### src/design/hcbp_pkg.sv
// shared types and constants for the huffman code bit packer
`timescale 1ns / 1ps

package hcbp_pkg;

  localparam int CMD_W  = 2;
  localparam int SYM_W  = 8;
  localparam int CODE_W = 32;
  localparam int LEN_W  = 6;
  localparam int BYTE_W = 8;
  localparam int PAD_W  = 3;

  localparam logic [CMD_W-1:0] CMD_LOAD   = 2'd0;
  localparam logic [CMD_W-1:0] CMD_ENCODE = 2'd1;
  localparam logic [CMD_W-1:0] CMD_FLUSH  = 2'd2;

  typedef struct packed {
    logic mem_we;
    logic append;
    logic pop;
    logic clear;
    logic show_flush;
  } ctrl_cmd_t;

  typedef struct packed {
    logic append_full;
    logic last_byte;
  } dp_status_t;

endpackage

### src/design/hcbp_ctrl.sv
// controller state machine for the bit packer
`timescale 1ns / 1ps

module hcbp_ctrl (
  input  logic                       clk,
  input  logic                       rst,
  input  logic                       req_valid,
  input  logic [hcbp_pkg::CMD_W-1:0] req_cmd,
  output logic                       req_ready,
  output logic                       rsp_valid,
  input  logic                       rsp_ready,
  input  hcbp_pkg::dp_status_t       status,
  output hcbp_pkg::ctrl_cmd_t        ctrl
);

  localparam logic [1:0] ST_IDLE  = 2'd0;
  localparam logic [1:0] ST_LOOK  = 2'd1;
  localparam logic [1:0] ST_EMIT  = 2'd2;
  localparam logic [1:0] ST_FLUSH = 2'd3;

  logic [1:0] state;
  logic [1:0] state_next;
  logic       req_fire;
  logic       rsp_fire;

  assign req_ready = (state == ST_IDLE);
  assign rsp_valid = (state == ST_EMIT) || (state == ST_FLUSH);
  assign req_fire  = req_valid && req_ready;
  assign rsp_fire  = rsp_valid && rsp_ready;

  always_comb begin
    state_next      = state;
    ctrl.mem_we     = 1'b0;
    ctrl.append     = 1'b0;
    ctrl.pop        = 1'b0;
    ctrl.clear      = 1'b0;
    ctrl.show_flush = (state == ST_FLUSH);
    unique case (state)
      ST_IDLE: begin
        if (req_fire) begin
          priority if (req_cmd == hcbp_pkg::CMD_LOAD) begin
            ctrl.mem_we = 1'b1;
          end else if (req_cmd == hcbp_pkg::CMD_ENCODE) begin
            state_next = ST_LOOK;
          end else if (req_cmd == hcbp_pkg::CMD_FLUSH) begin
            state_next = ST_FLUSH;
          end else begin
            state_next = ST_IDLE;
          end
        end
      end
      ST_LOOK: begin
        ctrl.append = 1'b1;
        state_next  = status.append_full ? ST_EMIT : ST_IDLE;
      end
      ST_EMIT: begin
        if (rsp_fire) begin
          ctrl.pop = 1'b1;
          if (status.last_byte) begin
            state_next = ST_IDLE;
          end
        end
      end
      ST_FLUSH: begin
        if (rsp_fire) begin
          ctrl.clear = 1'b1;
          state_next = ST_IDLE;
        end
      end
      default: state_next = ST_IDLE;
    endcase
  end

  always_ff @(posedge clk) begin
    if (rst) begin
      state <= ST_IDLE;
    end else begin
      state <= state_next;
    end
  end

endmodule

### config.mk
export PLATFORM = sky130hd
export DESIGN_NAME = hcbp_ctrl
export DESIGN_NICKNAME = d
export VERILOG_FILES = /design/src/design/hcbp_pkg.sv /design/src/design/hcbp_ctrl.sv
export SDC_FILE = /design/constraint.sdc
export NUM_CORES = 1
export LEC_CHECK = 0
export ABC_AREA = 1
export CAP_MARGIN = 20
export CORE_AREA = 8 8 45 47
export DETAILED_ROUTE_END_ITERATION = 8
export DIE_AREA = 0 0 53 55
export DONT_BUFFER_PORTS = 1
export PLACE_DENSITY = 0.38
export SLEW_MARGIN = 20
export SYNTH_ARGS = -nofsm -noshare
export SYNTH_HDL_FRONTEND = slang
export SYNTH_SLANG_ARGS = --single-unit
### constraint.sdc
create_clock -name clk -period 1 [get_ports clk]
set_input_delay 0.05 -clock clk [delete_from_list [all_inputs] [get_ports clk]]
set_output_delay 0.05 -clock clk [all_outputs]
set_load 0.01 [all_outputs]
==> results of run 1 <==
[stage by stage]
step | power (mW) | utilization, % | setup WS, ns | hold WS (ns) | TNS [ns]
after global placement | 0.4227 | 23.96 | -0.09739 | 0.1242 | -0.1307
after global routing | 0.7163 | 31.56 | -0.1093 | 0.1664 | -0.4455
after floorplan | 0.3110 | - | -0.009595 | 0.1191 | -0.009595
after CTS | 0.6703 | 30.56 | -0.1026 | 0.08286 | -0.2214
after detailed placement | 0.4198 | 23.96 | -0.1015 | 0.1210 | -0.1324
final | 0.6670 | 31.56 | -0.06515 | 0.1154 | -0.1438
[worst min-delay path, stage by stage]
cell and delay (ns):
inv_1 0.09, nand2_1 0.11, a21oi_2 0.05
[logic make-up after synthesis]
kind of cell | count (synthesis) | synth area share, %
flops | 2 | 15.92
simple gates | 24 | 47.76
compound gates | 2 | 3.980
buf+inv | 13 | 22.39
fa+ha+maj | 2 | 9.949
[cells in the final DEF (no fill, tap or decap)]
master / Yosys / routed
nor3b_2: 0 / 1
dfxtp_4: 0 / 2
buf_6: 1 / 4
nand2_1: 11 / 10
nand2_4: 0 / 1
a21oi_2: 0 / 1
inv_1: 10 / 10
inv_2: 1 / 1
nor2_2: 2 / 2
clkbuf_4: 0 / 3
buf_4: 0 / 7
a21oi_1: 2 / 1
nor2_4: 2 / 4
ha_1: 2 / 2
nand3_1: 2 / 2
dlygate4sd3_1: 0 / 1
nand2_2: 1 / 1
nor2_1: 4 / 2
nor3_4: 0 / 1
[power by group through the flow]
stage                     sequential [mW]  combinational (mW)  clock (mW)
after floorplan                     0.107               0.204           0
final                               0.129               0.362       0.176
after detailed placement            0.126               0.293           0
after global routing                0.133               0.400       0.183
after CTS                           0.130               0.357       0.184
after global placement              0.126               0.297           0
[per-layer routing]
layer	wire length [um]	track usage, %
met5	0	0
met1	222	4.079
met2	416	9.766
met3	51	2.674
met4	0	5.172
[path summary, 6_finish.rpt]
kind	from	end	slack, ns	cells past startpoint
setup / recovery	state[0]	ctrl[4]	-0.07	4
hold / removal	rsp_ready	state[0]	0.12	3
setup reg to reg	state[1]	state[1]	0.01	7
hold reg to reg	state[1]	state[1]	0.67	3
[timing repair]
item / in CTS / in global routing
gates resized for setup: 15 / 3
endpoints found under the setup margin: 8 / 8
buffers inserted: 1 / 0
pin swaps: 4 / 2
hold endpoints to repair: 2 / 0
hold buffers: 1 / 0
[cell type report]
class	instances	area (um2)	area share [%]
multi-input combinational	28	197.7	45.27
inverter	11	41.29	9.456
clock buffer	3	22.52	5.158
sequential	2	47.55	10.89
timing repair buffer	12	107.6	24.64
tap	16	20.02	4.585
==> results.toml, run 1 <==
[logic_synthesis]
avgSynthCellArea_um2 = 5.849
synth_top_area_share_pct = 16.42
syn-num-nets = 53
synth_async_sr_flop_share_pct = 0
synth_top_area_cell = "nand2_1"
synth.area.top_cells = "nand2_1 (16%), dfxtp_1 (16%), inv_1 (15%)"
synth_edf_count = 0
post-synth-top-count-cell = "nand2_1"
ys_ff_latch = 2
ys_seq_area_share_pct = 15.92
synth.distinct_cells = 15
syn_inst = 43
ys.flop_type = "dfxtp_1"
yosysWarnings = 0
synth_commonest_cells = "nand2_1 (11), inv_1 (10), nor2_1 (4)"
synth_area_um2 = 251.5

[setup_path]
critPathMaxFanout = 5
slowest_stage = "dfxtp_4"
arrival_ns = 1.02
end_kind = "output pin"
worstPathCellList = "nor2_4 -> nand2_2 -> buf_6 -> nor2_4"
crit_required_ns = 0.95
path_common_cell = "nor2_4"
cpLargestDelayFamily = "flip-flops"
critical_path.startpoint_type = "flip-flop"
crit_type = "flip-flop to output pin"
max_stage_delay_ns = 0.35
crit_buf_inv = 1

[floorplanning]
placementRows = 14
die_area_mm2 = 0.002915
die_h_um = 55
floorplan.initialDensity_pct = 18.17
die_x_um = 53
fp.coreArea_mm2 = 0.001384
io_pins = 15

[flow_run]
cap_violations = 0

[clock_network]
cts_buffers = 3
clk_path_buf_depth = 2
cts_sinks = 2
cts_root_buf = "clkbuf_4"
cts_tree = "done"
clkLatencyLatePin_ns = 0.22
clk_pin_slew_ns = 0.03
htree_levels = 1

[route]
final_antenna_net_count = 0
drtIter0Drc = 3
num_vias = 279
wl_per_cell_um = 9.583
routed_via_density = 3.875
wl_um = 690
post-route-drc-count = 0
dr.pass1.iters = 4

[place]
place_hpwl_um = 564.8
port_buffers = 0
place_area_um2 = 331.6
place_inst = 67
gp_congestion = 0.7009

[final_layout]
largest_reg_flops = 2
finish.instance_area_um2 = 436.7
fin_nets = 68
diodes = 0
top_regs = "state: 2 flops"
finalNonFillerCells = 72
max_flop_register = "state"
area_growth_pct = 73.63
drive_gt1_share_pct = 50.00
fill_cells = 154

[timing]
layout_setup_ws_ns = -0.06515
worst_slew_pin_slew_ns = 0.2186
period_minus_slack_ns = 1.065
drv_slew = 0
max_freq_mhz = 938.8
hold_violations = 0
fin_crit_sh_pct = 106.5
rsz0062_at_grt = "true"
skew_ns = 0.004201
setup_viol = 4
relSlewSlack_pct = 85.41

[outcome]
failed_checks = "negative setup slack"
status = "finished, violations left"

[power]
p_comb_share_pct = 54.3
pwr-share-clk_pct = 26.4
p_sw_share_pct = 37.50
p_sw_uw = 250.1
ir_drop_mv = 0.3067
power.density_mw_per_mm2 = 1527
p_leak_nw = 0.2383
p_seq_share_pct = 19.3
p_int_uw = 416.9

[min_path]
hp-class = "input port to flip-flop"

[grt]
grt-ovfl-total = 0
antenna_found_initial = 0
grt_pass1_wl_um = 1124
grt_max_degree = 8
track_usage_pct = 5.398
grt_pass1_vias = 304
Power figures use the tool's default switching activity.
==> run 2, diff against run 1 <==
--- a/config.mk
+++ b/config.mk
@@ -11,7 +11,7 @@
 export DETAILED_ROUTE_END_ITERATION = 8
 export DIE_AREA = 0 0 53 55
 export DONT_BUFFER_PORTS = 1
-export PLACE_DENSITY = 0.38
+export PLACE_DENSITY_LB_ADDON = 0.25
 export SLEW_MARGIN = 20
 export SYNTH_ARGS = -nofsm -noshare
 export SYNTH_HDL_FRONTEND = slang
==> results.toml, run 2 (same netlist as run 1, synthesis figures left out) <==
[timing]
relSlewSlack_pct = 85.64
max_freq_mhz = 987.1
fin_crit_sh_pct = 101.3
hold_violations = 1
rsz0062_at_grt = "true"
layout_setup_ws_ns = -0.01308
hold_slack_ns = -0.007089
period_minus_slack_ns = 1.013
drv_slew = 0
worst_slew_pin_slew_ns = 0.2146
skew_ns = 0.003631
setup_viol = 3

[floorplanning]
fp.coreArea_mm2 = 0.001384
die_h_um = 55
placementRows = 14
die_area_mm2 = 0.002915
die_x_um = 53
floorplan.initialDensity_pct = 18.17
io_pins = 15

[grt]
grt_pass1_wl_um = 1179
track_usage_pct = 5.562
grt-ovfl-total = 0
antenna_found_initial = 0
grt_pass1_vias = 295
grt_max_degree = 7

[route]
num_vias = 272
dr.pass1.iters = 3
wl_per_cell_um = 10.54
post-route-drc-count = 0
wl_um = 738
routed_via_density = 3.886
drtIter0Drc = 4
final_antenna_net_count = 0

[final_layout]
top_regs = "state: 2 flops"
final_cell_mix = "inv_1 (10), nand2_1 (10), buf_4 (7)"
max_flop_register = "state"
fin_nets = 66
area_growth_pct = 55.22
finish.instance_area_um2 = 390.4
drive_gt1_share_pct = 44.44
largest_reg_flops = 2
diodes = 0

[place]
place_area_um2 = 321.6
gp_congestion = 0.7649
dp_slack_ns = -0.05711
place_hpwl_um = 531
port_buffers = 0

[clock_network]
clk_path_buf_depth = 2
htree_levels = 1
cts_buffers = 3
cts_root_buf = "clkbuf_4"
clkLatencyLatePin_ns = 0.22
clk_pin_slew_ns = 0.03
cts_tree = "done"
cts_sinks = 2

[flow_run]
cap_violations = 0

[setup_path]
crit_type = "flip-flop to output pin"
end_kind = "output pin"
path_common_cell = "nor2_4"
max_stage_delay_ns = 0.36
arrival_ns = 0.96
critical_path.startpoint_type = "flip-flop"
worstPathCellList = "nor2_4 -> nand2_2 -> nor2_4"
crit_required_ns = 0.95
critPathMaxFanout = 5
slowest_stage = "dfxtp_4"

[power]
finalPower_uw = 644.5
ir_drop_mv = 0.3659
p_leak_nw = 0.2105
power.density_mw_per_mm2 = 1651

[outcome]
failed_checks = "negative hold slack, negative setup slack"
status = "finished, violations left"

[min_path]
hp-class = "input port to flip-flop"
run 2: changes by cell type in the layout (fill, tap and decap cells not counted):
cell     previous run  this run
nor2_4              4         3
nor2_1              2         3
buf_6               4         2
nor3_4              1         0
nor3b_1             0         1
nor3_2              0         1
nand2_2             1         2
nor3b_2             1         0
nand2_4             1         0
run 2: critical path: cells and delay by family (launching register included):
family,cells,cell delay (ns)
simple gates,3,0.38
flops,1,0.36
run 2: path summary, 6_finish.rpt:
path         startpoint  endpoint  slack (ns)  depth (start not counted)
max            state[0]   ctrl[4]       -0.01                          3
min                 rst  state[1]      -0.007                          3
max reg2reg    state[0]  state[1]       -0.01                          6
min reg2reg    state[0]  state[0]        0.61                          3
run 2: per-layer routing:
| metal | wire length [um] | up-vias | GRT usage (%) | part of all wire (%) |
|---|---|---|---|---|
| li1 | - | 145 | - | - |
| met1 | 288 | 118 | 5.287 | 39 |
| met2 | 351 | 9 | 8.398 | 48 |
| met3 | 98 | 0 | 4.011 | 13 |
| met4 | 0 | 0 | 3.879 | 0 |
| met5 | 0 | - | 0 | 0 |
run 2: repair_timing:
action                     CTS  global route
gates resized for setup     11             2
pin swaps                    6             3
buffers inserted             2             1
hold endpoints to repair     2             1
setup endpoints to repair    8             8
run 2: through the flow:
step / hold WS [ns] / TNS, ns / util [%] / instances
6_report: -0.007089 / -0.02568 / 28.21 / 70
5_1_grt: 0.006339 / -0.2516 / 28.21 / 70
4_1_cts: -0.1130 / -0.04805 / 26.49 / 68
2_1_floorplan: 0.1191 / -0.009595 / - / 43
3_5_place_dp: 0.1268 / -0.09495 / 23.24 / 64
3_3_place_gp: 0.1272 / -0.09130 / 23.24 / 64
run 2: power by group:
group          leakage, nW  total (mW)  switching, mW  internal, mW
Combinational        0.179       0.340          0.166         0.174
Sequential          0.0178       0.133         0.0321         0.101
Clock               0.0138       0.172         0.0399         0.132
run 2: layout make-up:
type	instances	area [um2]
timing repair buffer	10	85.08
tap	16	20.02
sequential	2	47.55
inverter	11	41.29
clock buffer	3	22.52
fill	167	993.5
multi-input combinational	28	173.9
==> run 3, diff against run 2 <==
--- a/config.mk
+++ b/config.mk
@@ -12,6 +12,7 @@
 export DIE_AREA = 0 0 53 55
 export DONT_BUFFER_PORTS = 1
 export PLACE_DENSITY_LB_ADDON = 0.25
+export SETUP_SLACK_MARGIN = 0.15
 export SLEW_MARGIN = 20
 export SYNTH_ARGS = -nofsm -noshare
 export SYNTH_HDL_FRONTEND = slang
==> results.toml, run 3 (same netlist as run 1, synthesis figures left out) <==
[outcome]
status = "finished, violations left"
failed_checks = "negative setup slack"

[clock_network]
clk_path_buf_depth = 2
cts_buffers = 3
htree_levels = 1
clkLatencyLatePin_ns = 0.22
clk_pin_slew_ns = 0.03
cts_tree = "done"
cts_sinks = 2
cts_root_buf = "clkbuf_4"

[final_layout]
fin_util_pct = 36.71
fin_nets = 73
final_cell_mix = "nand2_1 (9), buf_4 (9), inv_1 (7)"
drive_gt1_share_pct = 65.57
top_regs = "state: 2 flops"
max_flop_register = "state"
diodes = 0
area_growth_pct = 102.0
largest_reg_flops = 2

[floorplanning]
io_pins = 15
die_x_um = 53
placementRows = 14
die_h_um = 55
die_area_mm2 = 0.002915
floorplan.initialDensity_pct = 18.17
fp.coreArea_mm2 = 0.001384

[timing]
rsz0062_at_grt = "true"
relSlewSlack_pct = 87.41
setup_viol = 7
worst_slew_pin_slew_ns = 0.1886
max_freq_mhz = 881.6
drv_slew = 0
period_minus_slack_ns = 1.134
layout_setup_ws_ns = -0.1343
fin_setup_tns_ns = -0.7104
hold_slack_ns = 0.09581
fin_crit_sh_pct = 113.4
skew_ns = 0.0006667
hold_violations = 0

[route]
drtIter0Drc = 3
routed_via_density = 4.104
num_vias = 316
wl_um = 819
dr.pass1.iters = 2
final_antenna_net_count = 0
wl_per_cell_um = 10.64
post-route-drc-count = 0

[power]
power.density_mw_per_mm2 = 1616
finalPower_uw = 820.9
p_leak_nw = 0.2668
ir_drop_mv = 0.6407

[setup_path]
critPathMaxFanout = 4
arrival_ns = 1.08
crit_type = "flip-flop to output pin"
crit_required_ns = 0.95
end_kind = "output pin"
critical_path.startpoint_type = "flip-flop"

[min_path]
hp-class = "input port to flip-flop"

[grt]
grt_pass1_vias = 325
grt-ovfl-total = 0
grt_max_degree = 5
antenna_found_initial = 0
track_usage_pct = 5.619
grt_pass1_wl_um = 1276

[place]
place_hpwl_um = 546.4
dp_slack_ns = -0.04682
port_buffers = 0
gp_congestion = 0.7062

[flow_run]
cap_violations = 0
## run 3: cell types whose count changed in the layout (fill, tap and decap cells not counted), sizes merged
| cell | previous run | this run |
|---|---|---|
| buf | 9 | 16 |
## run 3: power by group
group	internal, mW	switching (mW)
clock	0.132	0.0419
combinational	0.294	0.239
sequential	0.0982	0.0161
total	0.524	0.297
## run 3: area by class of cell
class,count,area (um2)
timing repair buffer,17,165.2
inverter,11,43.79
clock buffer,3,22.52
tap,16,20.02
multi-input combinational,28,211.5
sequential,2,45.04
fill,149,875.8
## run 3: metrics by stage
stage | cell area [um2] | std cells
after floorplan | 254.0 | 43
after global placement | 339.1 | 66
after detailed placement | 339.1 | 66
after CTS | 480.5 | 77
after global routing | 508.0 | 77
final | 508.0 | 77
## run 3: timing repair
item / CTS / global route
endpoints found under the hold margin: 2 / 0
resized for setup: 19 / 7
pin swaps: 10 / 8
setup buffers: 7 / 0
hold buffers: 1 / 0
setup endpoints to repair: 9 / 9
gates cloned: 0 / 0
## run 3: final timing paths
check	start	to	slack [ns]	cells after the start
min reg2reg	state[0]	state[0]	0.69	4
min	rsp_ready	state[0]	0.1	3
max	state[1]	ctrl[2]	-0.13	5
max reg2reg	state[1]	state[1]	-0.11	9
## run 3: critical path, stage by stage (launching register included)
cell,delay (ns)
dfxtp_2,0.33
buf_12,0.11
buf_4,0.12
inv_4,0.03
nor3_2,0.14
buf_4,0.14
## run 3: layer usage
layer  wire (um)  track usage, %
met1         302           4.992
met4           0           1.293
met5           0               0
met2         427           10.55
met3          89           3.476
